==> src/sv/mmcs_pkg.sv <==
package mmcs_pkg;

	// Width of the sample field on the input stream, whatever the active bits
	localparam int unsigned SAMPLE_FIELD_W = 16;

	// Gray output: width, and one quotient bit resolved per divider step
	localparam int unsigned GRAY_BITS = 8;
	localparam int unsigned STEP_W    = $clog2(GRAY_BITS);

	// Entries in the queue between the front and back parts
	localparam int unsigned Q_DEPTH = 4;
	localparam int unsigned Q_AW    = $clog2(Q_DEPTH);

	// Queue status seen by both sides
	typedef struct packed {
		logic not_empty;
		logic full;
	} q_stat_t;

	// Back part sequencer
	typedef enum logic [1:0] {
		ST_IDLE = 2'b01,
		ST_DIV  = 2'b10
	} back_state_t;

endpackage

==> src/sv/mmcs_front.sv <==
module mmcs_front import mmcs_pkg::*; #(
	parameter int unsigned SAMPLE_BITS = 16
) (
	input  logic                      clk,
	input  logic                      arst_n,
	input  logic                      s_axis_tvalid,
	output logic                      s_axis_tready,
	input  logic [SAMPLE_FIELD_W-1:0] s_axis_tdata,   // [15:0] sample
	input  logic                      s_axis_tlast,   // frame_end
	input  logic                      s_axis_tuser,   // action
	input  q_stat_t                   q_stat,
	output logic                      push,
	output logic [2*SAMPLE_BITS:0]    push_data       // {last, range, offset}
);

	logic [SAMPLE_BITS-1:0] running_low_q, running_high_q;
	logic [SAMPLE_BITS-1:0] latched_low_q, latched_high_q;
	logic [SAMPLE_BITS-1:0] v, lo_next, hi_next, v_clamp, offset, range;
	logic                   fire, meas, meas_last, zero_range;

	assign s_axis_tready = !q_stat.full;
	assign fire          = s_axis_tvalid && s_axis_tready;
	assign meas          = fire && !s_axis_tuser;
	assign meas_last     = meas && s_axis_tlast;
	assign push          = fire && s_axis_tuser;
	assign v             = s_axis_tdata[SAMPLE_BITS-1:0];

	always_comb begin
		lo_next = (v < running_low_q)  ? v : running_low_q;
		hi_next = (v > running_high_q) ? v : running_high_q;
	end

	// Clamp to the latched pair; a zero range maps to offset 0 over range 1
	always_comb begin
		zero_range = latched_high_q <= latched_low_q;
		v_clamp    = v;
		if (v < latched_low_q) begin
			v_clamp = latched_low_q;
		end
		if (v > latched_high_q) begin
			v_clamp = latched_high_q;
		end
		if (zero_range) begin
			offset = '0;
			range  = SAMPLE_BITS'(1);
		end else begin
			offset = v_clamp - latched_low_q;
			range  = latched_high_q - latched_low_q;
		end
	end

	assign push_data = {s_axis_tlast, range, offset};

	always_ff @(posedge clk or negedge arst_n) begin
		if (!arst_n) begin
			running_low_q  <= '1;
			running_high_q <= '0;
			latched_low_q  <= '0;
			latched_high_q <= '0;
		end else if (meas_last) begin
			latched_low_q  <= lo_next;
			latched_high_q <= hi_next;
			running_low_q  <= '1;
			running_high_q <= '0;
		end else if (meas) begin
			running_low_q  <= lo_next;
			running_high_q <= hi_next;
		end
	end

	a_push_not_full: assert property (@(posedge clk) disable iff (!arst_n)
		push |-> !q_stat.full) else $error("push into full queue");
	a_latch_ordered: assert property (@(posedge clk) disable iff (!arst_n)
		meas_last |=> latched_low_q <= latched_high_q)
		else $error("latched pair out of order");
	a_tracker_rearm: assert property (@(posedge clk) disable iff (!arst_n)
		meas_last |=> (running_low_q == '1) && (running_high_q == '0))
		else $error("trackers not rearmed after pass");

endmodule

==> src/sv/mmcs_queue.sv <==
module mmcs_queue import mmcs_pkg::*; #(
	parameter int unsigned W = 33
) (
	input  logic         clk,
	input  logic         arst_n,
	input  logic         push,
	input  logic [W-1:0] push_data,
	input  logic         pop,
	output logic [W-1:0] pop_data,
	output q_stat_t      q_stat
);

	logic [W-1:0]    ents_q [Q_DEPTH];
	logic [Q_AW-1:0] wr_q, rd_q;
	logic [Q_AW:0]   count_q;

	assign q_stat.not_empty = count_q != '0;
	assign q_stat.full      = count_q == (Q_AW+1)'(Q_DEPTH);
	assign pop_data         = ents_q[rd_q];

	always_ff @(posedge clk) begin
		if (push) begin
			ents_q[wr_q] <= push_data;
		end
	end

	always_ff @(posedge clk or negedge arst_n) begin
		if (!arst_n) begin
			wr_q    <= '0;
			rd_q    <= '0;
			count_q <= '0;
		end else begin
			if (push) begin
				wr_q <= wr_q + 1'b1;
			end
			if (pop) begin
				rd_q <= rd_q + 1'b1;
			end
			case ({push, pop})
				2'b10:   count_q <= count_q + 1'b1;
				2'b01:   count_q <= count_q - 1'b1;
				default: count_q <= count_q;
			endcase
		end
	end

	a_count_bound: assert property (@(posedge clk) disable iff (!arst_n)
		count_q <= (Q_AW+1)'(Q_DEPTH)) else $error("queue count overflow");
	a_pop_nonempty: assert property (@(posedge clk) disable iff (!arst_n)
		pop |-> q_stat.not_empty) else $error("pop from empty queue");

endmodule

==> src/sv/mmcs_back.sv <==
module mmcs_back import mmcs_pkg::*; #(
	parameter int unsigned SAMPLE_BITS = 16
) (
	input  logic                   clk,
	input  logic                   arst_n,
	input  q_stat_t                q_stat,
	input  logic [2*SAMPLE_BITS:0] pop_data,      // {last, range, offset}
	output logic                   pop,
	output logic                   m_axis_tvalid,
	input  logic                   m_axis_tready,
	output logic [GRAY_BITS-1:0]   m_axis_tdata,  // [7:0] gray
	output logic                   m_axis_tlast   // frame_done
);

	localparam int unsigned NW = SAMPLE_BITS + 9;

	back_state_t            state_q;
	logic [NW-1:0]          rem_q, den_sh_q, num;
	logic [GRAY_BITS-1:0]   quo_q, gray_q;
	logic [STEP_W-1:0]      cnt_q;
	logic                   done_q, last_q, out_valid_q, out_last_q;
	logic [SAMPLE_BITS-1:0] offset, range;
	logic                   ge, emit;

	assign offset = pop_data[SAMPLE_BITS-1:0];
	assign range  = pop_data[2*SAMPLE_BITS-1:SAMPLE_BITS];

	// 510*offset + range, the doubled and rounded numerator
	assign num  = {offset, 9'b0} - NW'({offset, 1'b0}) + NW'(range);
	assign ge   = rem_q >= den_sh_q;
	assign pop  = (state_q == ST_IDLE) && q_stat.not_empty;
	assign emit = (state_q == ST_DIV) && done_q && (!out_valid_q || m_axis_tready);

	assign m_axis_tvalid = out_valid_q;
	assign m_axis_tdata  = gray_q;
	assign m_axis_tlast  = out_last_q;

	always_ff @(posedge clk) begin
		if (pop) begin
			rem_q    <= num;
			den_sh_q <= {1'b0, range, {GRAY_BITS{1'b0}}};
			last_q   <= pop_data[2*SAMPLE_BITS];
		end else if ((state_q == ST_DIV) && !done_q) begin
			if (ge) begin
				rem_q <= rem_q - den_sh_q;
			end
			den_sh_q <= den_sh_q >> 1;
			quo_q    <= {quo_q[GRAY_BITS-2:0], ge};
		end
		if (emit) begin
			gray_q     <= quo_q;
			out_last_q <= last_q;
		end
	end

	always_ff @(posedge clk or negedge arst_n) begin
		if (!arst_n) begin
			state_q     <= ST_IDLE;
			cnt_q       <= '0;
			done_q      <= 1'b0;
			out_valid_q <= 1'b0;
		end else begin
			case (state_q)
				ST_IDLE: begin
					if (pop) begin
						state_q <= ST_DIV;
						cnt_q   <= '0;
						done_q  <= 1'b0;
					end
				end
				ST_DIV: begin
					if (!done_q) begin
						cnt_q <= cnt_q + 1'b1;
						if (cnt_q == STEP_W'(GRAY_BITS-1)) begin
							done_q <= 1'b1;
						end
					end else if (emit) begin
						state_q <= ST_IDLE;
					end
				end
				default: state_q <= ST_IDLE;
			endcase
			if (emit) begin
				out_valid_q <= 1'b1;
			end else if (m_axis_tready) begin
				out_valid_q <= 1'b0;
			end
		end
	end

	a_pop_idle_only: assert property (@(posedge clk) disable iff (!arst_n)
		pop |=> (state_q == ST_DIV) && !done_q) else $error("load did not start divide");
	a_emit_after_steps: assert property (@(posedge clk) disable iff (!arst_n)
		emit |-> cnt_q == '0) else $error("result before all quotient bits");

endmodule

==> src/sv/minmax_contrast_stretch_top.sv <==
// Min-max contrast stretch, 16-bit samples to 8-bit gray.
// Input stream (s_axis_*): tdata carries the sample, tuser the action
// (0 = measure pass, 1 = map pass), tlast marks the last sample of a pass.
// Output stream (m_axis_*): tdata carries the gray value, tlast marks the
// result of the map pass's last sample. Measure beats give no output.
// Stream the frame once as measure beats: the running min/max is latched on
// the tlast beat. Then stream it again as map beats, each giving
// round((v-min)*255/(max-min)), clamped, and 0 for an empty range.
// Rate: measure beats are taken one per cycle while the four-entry queue has
// room. In the back part each map beat is loaded, resolved by eight
// restoring divider steps (one quotient bit each) and written to the output
// register; a new map beat is loaded only once the last one is written, so
// that divider sets the map rate.
// Reset clears the trackers (min all ones, max zero), the latched pair to
// zero, the queue and the output valid flag. When the receiver stalls the
// output register holds its beat, the divider finishes and waits, the queue
// fills, and then tready drops.
module minmax_contrast_stretch_top import mmcs_pkg::*; #(
	parameter int unsigned SAMPLE_BITS = 16
) (
	input  logic                      clk,
	input  logic                      arst_n,
	input  logic                      s_axis_tvalid,
	output logic                      s_axis_tready,
	input  logic [SAMPLE_FIELD_W-1:0] s_axis_tdata,   // [15:0] sample
	input  logic                      s_axis_tlast,   // frame_end
	input  logic                      s_axis_tuser,   // action
	output logic                      m_axis_tvalid,
	input  logic                      m_axis_tready,
	output logic [GRAY_BITS-1:0]      m_axis_tdata,   // [7:0] gray
	output logic                      m_axis_tlast    // frame_done
);

	localparam int unsigned QW = 2*SAMPLE_BITS + 1;

	q_stat_t         q_stat;
	logic            push, pop;
	logic [QW-1:0]   push_data, pop_data;

	// Front: track min/max on measure beats, clamp and offset map beats
	mmcs_front #(.SAMPLE_BITS(SAMPLE_BITS)) u_front (
		.clk           (clk),
		.arst_n        (arst_n),
		.s_axis_tvalid (s_axis_tvalid),
		.s_axis_tready (s_axis_tready),
		.s_axis_tdata  (s_axis_tdata),
		.s_axis_tlast  (s_axis_tlast),
		.s_axis_tuser  (s_axis_tuser),
		.q_stat        (q_stat),
		.push          (push),
		.push_data     (push_data)
	);

	// Queue: map beats carry their own offset and range, so a new latch
	// in the front never disturbs beats already waiting here
	mmcs_queue #(.W(QW)) u_queue (
		.clk       (clk),
		.arst_n    (arst_n),
		.push      (push),
		.push_data (push_data),
		.pop       (pop),
		.pop_data  (pop_data),
		.q_stat    (q_stat)
	);

	// Back: bit-serial rounded divide and output register
	mmcs_back #(.SAMPLE_BITS(SAMPLE_BITS)) u_back (
		.clk           (clk),
		.arst_n        (arst_n),
		.q_stat        (q_stat),
		.pop_data      (pop_data),
		.pop           (pop),
		.m_axis_tvalid (m_axis_tvalid),
		.m_axis_tready (m_axis_tready),
		.m_axis_tdata  (m_axis_tdata),
		.m_axis_tlast  (m_axis_tlast)
	);

endmodule
==> config.mk <==
export PLATFORM = sky130hd
export DESIGN_NAME = minmax_contrast_stretch_top
export DESIGN_NICKNAME = d
export VERILOG_FILES = /design/src/sv/mmcs_pkg.sv /design/src/sv/mmcs_front.sv /design/src/sv/mmcs_queue.sv /design/src/sv/mmcs_back.sv /design/src/sv/minmax_contrast_stretch_top.sv
export SDC_FILE = /design/constraint.sdc
export NUM_CORES = 1
export LEC_CHECK = 0
export BUFFER_PORTS_ARGS = -buffer_cell sky130_fd_sc_hd__buf_4
export CAP_MARGIN = 20
export CORE_MARGIN = 3
export CORE_UTILIZATION = 42
export DETAILED_ROUTE_END_ITERATION = 10
export PLACE_DENSITY_LB_ADDON = 0.1
export SYNTH_ARGS = -nofsm -noshare
export SYNTH_HDL_FRONTEND = slang
export SYNTH_SLANG_ARGS = --single-unit
==> constraint.sdc <==
create_clock -name clk -period 6.7 [get_ports clk]
set_clock_uncertainty 0.15 [all_clocks]
set_input_delay 1.34 -clock clk [delete_from_list [all_inputs] [get_ports clk]]
set_output_delay 1.34 -clock clk [all_outputs]
set_load 0.1 [all_outputs]
# Yosys cells after proc, flatten, opt, wreduce, memory -nomap -nowiden
# Memories as Yosys holds them, arrays and structs flattened.
# Index checks and enable logic that the tools add are counted.
# totals
ram_bits,132
in_bits,22
word_cells,102
rom_bits,0
mem_count,1
latchBits,0
ff_bits,145
# mem_list
memory,words,width,rd,rd_ports_with_merged_regs,write_ports,line,rtl
u_queue.ents_q,4,33,1,0,1,mmcs_queue.sv:13,logic [W-1:0] ents_q [Q_DEPTH];
# op_classes
n_lt_le_gt_ge,6
reduce_logical,25
eq_ne,10
shifts,0
n_bitwise,1
addsub,10
mux,31
div_mod_pow,0
multipliers,0
# op_table
cell,count
$mux W16,10
$mux W25,3
$mux W24,2
$gt A16 B16 Y1,2
$lt A16 B16 Y1,2
$sub A16 B16 Y16,2
$add A25 B16 Y25,1
$ge A25 B24 Y1,1
$sub A25 B17 Y25,1
$sub A25 B24 Y25,1
$le A16 B16 Y1,1
$pmux W3 S2,2
$reduce_bool A2 Y1,6
$logic_and A1 B1 Y1,8
$mux W1,7
$add A3 B1 Y3 const B,2
$eq A3 B3 Y1 const B,2
$mux W2,3
$mux W3,2
$reduce_and A2 Y1,3
$reduce_and A3 Y1,2
$add A2 B1 Y2 const B,2
$eq A2 B1 Y1 const B,2
$eq A2 B2 Y1 const B,2
other kinds (9),14

# Depth between registers and ports, before layout
# Gate-level depths: netlist (run 1).
# logic_depth
depth_word,6
depth_mapped,21
ltp_nobuf,20

# Cells and area by module
# From an unflattened synthesis (run 1), not the netlist that was laid out.
# hier_totals
cells_unflattened,1538
hier_area_um2,17032.6
# modules_own_cells
module,n_inst,area_per_inst_um2,cells_per_inst,seq_area_each_um2
mmcs_front,1,6179.7,717,1621.6
mmcs_back,1,5639.2,612,2108.3
mmcs_queue,1,5213.8,209,4139.0

# Worst setup path after synthesis (run 1)
# No wires, ideal clock.
# synth_timing
path_type,input to register
startpoint,in s_axis_tdata[0]
endpoint,"mem u_queue.ents_q[0][14], data pin"
t_required_ns,6.273
t_arrival_ns,4.966
stages,21
slack_ns,1.307
path_buffers,3
cell_sequence,clkbuf_1 -> inv_1 -> ha_1 -> nand4_1 -> nor4_1 -> nor3_1 -> o31a_1 -> or2_1 -> clkbuf_1 -> clkbuf_1 -> a21oi_1 -> ha_1 -> fa_1 -> nor2b_1 -> o31ai_1 -> a211oi_1 -> nor2_1 -> a211o_1 -> o21a_1 -> xor2_1 -> nor2_1
# synth_via
elab_chain_cells,5
elab_cells_between_ends,6
cone_classes,add/sub (1); order compare (2); mux (3)
# synth_rtl
element,line,rtl
start: declaration,minmax_contrast_stretch_top.sv:25,"input logic [SAMPLE_FIELD_W-1:0] s_axis_tdata,"
$lt A16 B16 Y1,mmcs_front.sv:37,if (v < latched_low_q) begin
$mux W16,mmcs_front.sv:37,
$mux W16 (*),mmcs_front.sv:40,if (v > latched_high_q) begin
$sub A16 B16 Y16 (*),mmcs_front.sv:47,offset = v_clamp - latched_low_q;
$mux W16 (*),mmcs_front.sv:43,if (zero_range) begin
named net push_data[14],minmax_contrast_stretch_top.sv:38,"logic [QW-1:0] push_data, pop_data;"
end: declaration,mmcs_queue.sv:13,
# The timed path passes the listed nets; every way through them passes the cells marked *.

# Final worst setup path (run 1)
# layout_timing
startpoint,in s_axis_tdata[11]
endpoint,"mem u_queue.ents_q[3][14], data pin"
# The elaborated chain is that of the path after synthesis.

==> results.sh, run 1 <==
export IMPL_design_area_um2=19210
export IMPL_synth_top_area_cell="edfxtp_1"
export IMPL_clockBufferDepth=3
export IMPL_drv_slew=0
export IMPL_setup_ws_ns=1.462
export IMPL_grt_pass1_vias=12450
export IMPL_ctsResizeCount=0
export IMPL_grt_pass1_wl_um=67100
export IMPL_cap_violations=0
export IMPL_postPlaceCellArea_um2=18040
export IMPL_synth_edf_count=191
export IMPL_timing_rr_start="u_queue.rd_q[0]$_DFFE_PN0P_"
export IMPL_period_needed_ns=5.238
export IMPL_core_area_um2=40100
export IMPL_track_usage_pct=19.08
export IMPL_die_area_um2=43420
export IMPL_drive_gt1_share_pct=10.65
export IMPL_yosysSeqAreaShare_pct=45.75
export IMPL_cp_startpoint="s_axis_tdata[11]"
export IMPL_numCtsBuffers=34
export IMPL_hp_class="reg -> reg"
export IMPL_synth_top_area_share_pct=33.35
export IMPL_wl_per_cell_um=18.62
export IMPL_drc_errors=0
export IMPL_grt_overflow=0
export IMPL_critPathLaunchType="primary input"
export IMPL_wl_um=41060
export IMPL_postCtsSetupBuffers=0
export IMPL_num_rows=73
export IMPL_tightest_slew_ns=0.9429
export IMPL_place_ws_ns=0.9605
export IMPL_async_flop_share_pct=28.16
export IMPL_via_per_inst=5.507
export IMPL_gp_congestion=0.8890
export IMPL_fin_nets=1847
export IMPL_relSlewSlack_pct=36.91
export IMPL_cts_htree_levels=2
export IMPL_crit_path_end_kind="register"
export IMPL_finalHoldViolations=0
export IMPL_grt_max_degree=65
export IMPL_critPathArrivalTime_ns=5.44
export IMPL_timing_final_crit_share_pct=78.18
export IMPL_yosys_warnings=0
export IMPL_ys_types=71
export IMPL_hold_start="u_back.quo_q[7]$_DFFE_PP_"
export IMPL_place_hpwl_um=29730
export IMPL_vias=12140
export IMPL_crit_path_max_fanout=10
export IMPL_cts_sinks=277
export IMPL_io_buffers=32
export IMPL_synth_seq_cells=277
export IMPL_yosysMostFrequentCell="edfxtp_1"
export IMPL_setup_violations=0
export IMPL_syn_inst=1622
export IMPL_synthesis_nets=1814
export IMPL_rsz0062_at_grt="false"
export IMPL_ioPinCount=33
export IMPL_cts_tree="done"
export IMPL_synth_area_top_cells="edfxtp_1 33%, ha_1 11%, dfrtp_1 8.9%"
export IMPL_first_iter_violations=729
export IMPL_antenna_cells=0
export IMPL_die_h_um=208.4
export IMPL_area_growth_pct=11.69
export IMPL_die_x_um=208.4
export IMPL_firstDrtPassIters=5
export IMPL_syn_area_um2=17200
export IMPL_initial_core_util_pct=42.90
export IMPL_crit_required_ns=6.90
export IMPL_postCtsHoldBufs=0
export IMPL_clock_latency_ns=0.54
export IMPL_synth_flop_cell="edfxtp_1"
export IMPL_tns_ns=0
export IMPL_ant_nets=0
export IMPL_clkTransAtPathRegs_ns=0.06
export IMPL_ys_top_cells_by_count="191 x edfxtp_1, 158 x ha_1, 149 x inv_1, 124 x a21oi_1, 121 x nand2_1"
export IMPL_avgSynthCellArea_um2=10.60
export IMPL_status="finished clean"
export IMPL_antenna_found_initial=0
export IMPL_cts_root_buffer="clkbuf_16"
export IMPL_crit_type="in -> reg"
export IMPL_fmax_mhz=190.9
routing by layer:
layer / track usage [%] / wire length (um)
met1: 24.67 / 18480
met2: 32.89 / 20070
met3: 2.986 / 1267
met4: 6.231 / 1248
met5: 0 / 0
registers in the layout (all words and copies together) (netlist names):
signal / count
u_back.rem_q: 25
u_back.den_sh_q: 24
u_queue.wr_q: 2
u_queue.rd_q: 2
u_back.m_axis_tdata: 8
u_back.cnt_q: 3
u_back.m_axis_tlast: 1
u_queue.ents_q: 132
u_front.running_high_q: 16
u_front.latched_low_q: 16
u_back.m_axis_tvalid: 1
u_back.last_q: 1
u_queue.count_q: 3
u_front.running_low_q: 16
u_back.quo_q: 8
u_back.done_q: 1
u_back.state_q: 2
u_front.latched_high_q: 16
metrics by stage:
step	util, %	hold WS [ns]	std cells
floorplan	-	0.2503	1622
global placement	45.00	0.2563	2144
global route	47.91	0.2937	2205
finish	47.91	0.2760	2205
CTS	47.91	0.2720	2205
detailed placement	45.00	0.2580	2144
critical path: stages:
cell and delay (ns):
buf_4 0.16, ha_1 0.34, a21oi_1 0.16, nand2_1 0.10, nor3_1 0.18, a211oi_1 0.13
a211oi_4 0.43, mux2i_1 0.13, nor2_1 0.10, a21oi_1 0.06, ha_1 0.21, fa_1 0.38
nor2b_1 0.26, o31ai_1 0.15, a211oi_1 0.35, nor2_1 0.09, a211o_1 0.32, o21a_1 0.21
xor2_1 0.13, nor2_1 0.19
placed cells by master, fill, tap and decap left out, types with 14 or more instances in the layout:
master and count:
buf_4 53, edfxtp_1 191, inv_1 149, a21oi_1 123, a22o_1 19, a211oi_1 14, xor2_1 31, nand3_1 46
mux2i_1 36, mux4_2 33, nand4_1 15, ha_1 158, o21ai_0 100, xnor2_1 32, dfrtp_1 60, o22a_1 16
nor2_1 92, a21o_1 39, nor2b_1 16, o31ai_1 17, clkbuf_16 34, nor3_1 77, nand2b_1 15, dfstp_2 17
nand2_1 120
final cells by class:
cell class	instances	area, um^2
multi-input combinational	1139	8554
tap	525	656.9
inverter	150	563.0
timing repair buffer	53	397.9
sequential	277	7870
clock buffer	37	862.1
fill	3720	20890
clock inverter	24	306.5
kinds of logic (layout without fill, tap and decap cells):
family | Yosys count | after routing | synth area share [%]
adders and majority gates | 170 | 170 | 12.89
AOI/OAI and AO/OA | 416 | 416 | 15.68
and+or+nand+nor | 420 | 420 | 11.42
buffers and inverters | 206 | 264 | 4.568
DFF | 277 | 277 | 45.75
xor gates and xnor gates | 63 | 63 | 3.208
muxes | 70 | 70 | 6.481
path summary, 6_finish.rpt:
path / slack, ns / end / depth (start not counted)
max: 1.46 / u_queue.ents_q[3][14]$_DFFE_PP_ / 20
min: 0.28 / u_back.m_axis_tdata[7]$_DFFE_PP_ / 0
max reg2reg: 1.78 / u_back.rem_q[23]$_DFFE_PP_ / 13
min reg2reg: 0.28 / u_back.m_axis_tdata[7]$_DFFE_PP_ / 0
max in group asynchronous: 4.73 / u_queue.rd_q[0]$_DFFE_PN0P_ / 2
min in group asynchronous: 0.54 / u_front.running_high_q[14]$_DFFE_PN0P_ / 1
Power of run 1 is not shown: default switching activity piles up to over one toggle a cycle in this logic, so the estimate is an artifact.
==> run 2, diff against run 1 <==
Clock period 6.7 ns to 5.2 ns, I/O delays scaled along.
==> results.sh, run 2 (synthesis results as in run 1) <==
export IMPL_status="finished clean"
export IMPL_fin_nets=1897
export IMPL_clkTransAtPathRegs_ns=0.05
export IMPL_clock_latency_ns=0.53
export IMPL_cts_htree_levels=2
export IMPL_gp_congestion=0.8897
export IMPL_grt_max_degree=51
export IMPL_wl_per_cell_um=19.35
export IMPL_via_per_inst=5.536
export IMPL_die_x_um=208.4
export IMPL_clockBufferDepth=3
export IMPL_io_buffers=32
export IMPL_antenna_cells=0
export IMPL_fin_util_pct=48.92
export IMPL_tightest_slew_ns=0.8013
export IMPL_grt_pass1_wl_um=70570
export IMPL_hp_class="reg -> reg"
export IMPL_wl_um=43650
export IMPL_die_area_um2=43420
export IMPL_place_ws_ns=-0.1509
export IMPL_cts_sinks=277
export IMPL_design_area_um2=19620
export IMPL_area_growth_pct=14.05
export IMPL_fmax_mhz=205.5
export IMPL_place_hpwl_um=32130
export IMPL_die_h_um=208.4
export IMPL_drc_errors=0
export IMPL_postCtsSetupBuffers=0
export IMPL_postCtsHoldBufs=0
export IMPL_setup_violations=0
export IMPL_largest_register_ffs=132
export IMPL_rsz0062_at_grt="false"
export IMPL_critPathLaunchType="primary input"
export IMPL_cts_tree="done"
export IMPL_vias=12490
export IMPL_track_usage_pct=20.20
export IMPL_antenna_found_initial=0
export IMPL_final_cell_mix="191 x edfxtp_1, 158 x ha_1, 149 x inv_1"
export IMPL_top_register="u_queue.ents_q"
export IMPL_initial_core_util_pct=42.90
export IMPL_crit_type="in -> reg"
export IMPL_firstDrtPassIters=5
export IMPL_crit_path_end_kind="register"
export IMPL_cap_violations=0
export IMPL_first_iter_violations=688
export IMPL_grt_pass1_vias=12840
export IMPL_critPathArrivalTime_ns=5.05
export IMPL_rrSetupSlack_ns=0.46
export IMPL_drv_slew=0
export IMPL_drive_gt1_share_pct=12.88
export IMPL_cts_root_buffer="clkbuf_16"
export IMPL_core_area_um2=40100
export IMPL_numCtsBuffers=34
export IMPL_grt_overflow=0
export IMPL_num_rows=73
export IMPL_postPlaceCellArea_um2=18480
export IMPL_crit_required_ns=5.39
export IMPL_finalHoldViolations=0
export IMPL_timing_final_crit_share_pct=93.59
export IMPL_setup_ws_ns=0.3331
export IMPL_period_needed_ns=4.867
export IMPL_ant_nets=0
export IMPL_ioPinCount=33
export IMPL_layout_commonest_cell="edfxtp_1"
export IMPL_relSlewSlack_pct=46.47
export IMPL_crit_path_max_fanout=24
export IMPL_top_regs="u_queue.ents_q x132, u_back.rem_q x25, u_back.den_sh_q x24"
==> run 2: cell count changes in the layout (fill, tap and decap cells not counted), sizes merged <==
cell / delta
buf: +50
clkbuf: +5
clkinv: -3
bufinv: -2
inv: +1
==> run 2: area by class of cell <==
type                    count  area, um^2
multi-input cells        1139        8554
fillers                  3693       20480
clock buffers              42       902.1
flip-flops and latches    277        7870
clock inverters            20       239.0
repair buffers            103       830.8
inverters                 150       563.0
well taps                 525       656.9
==> run 2: worst paths after layout <==
kind,from,to,cells after the start
hold / removal,u_back.quo_q[7]$_DFFE_PP_,u_back.m_axis_tdata[7]$_DFFE_PP_,0
max in group asynchronous,arst_n,u_back.state_q[0]$_DFFE_PN1P_,2
hold reg to reg,u_back.quo_q[7]$_DFFE_PP_,u_back.m_axis_tdata[7]$_DFFE_PP_,0
setup reg to reg,u_front.latched_low_q[5]$_DFFE_PN0P_,u_queue.ents_q[0][14]$_DFFE_PP_,20
setup / recovery,s_axis_tdata[11],u_queue.ents_q[0][14]$_DFFE_PP_,21
min in group asynchronous,arst_n,u_front.latched_high_q[13]$_DFFE_PN0P_,1
==> run 2: worst max-delay path, stage by stage <==
cell and delay, ns:
buf_4 0.12, buf_4 0.13, ha_1 0.32, a21oi_1 0.12
o21ai_0 0.10, a221oi_1 0.48, nor2_1 0.13, or2_1 0.27
buf_4 0.16, buf_12 0.15, nand2_1 0.06, o21ai_0 0.09
ha_1 0.34, o21a_1 0.16, o31ai_1 0.11, a211oi_1 0.33
nor2_1 0.10, a211o_1 0.30, o21a_1 0.20, xor2_1 0.14
nor2_1 0.19
==> run 2: timing repair <==
action	4_1_cts	5_1_grt
endpoints found under the setup margin	0	1
hold endpoints to repair	0	0
gates resized for setup	0	1
==> run 2: layer usage <==
| layer | vias up | global-route usage [%] | share of wire (%) |
|---|---|---|---|
| met5 | - | 0 | 0 |
| met4 | 0 | 8.486 | 4.4 |
| met3 | 85 | 2.518 | 2.9 |
| met2 | 219 | 34.36 | 48 |
| met1 | 6044 | 26.12 | 44 |
| li1 | 6141 | - | - |
==> run 2: through the flow <==
stage / hold WS [ns] / cells / TNS, ns
6_report: 0.2760 / 2256 / 0
5_1_grt: 0.2887 / 2256 / 0
4_1_cts: 0.2745 / 2256 / 0
3_5_place_dp: 0.2615 / 2194 / -1.532
3_3_place_gp: 0.2561 / 2193 / -0.9632
2_1_floorplan: 0.2503 / 1622 / 0
Power of run 2 is left out for the same reason.
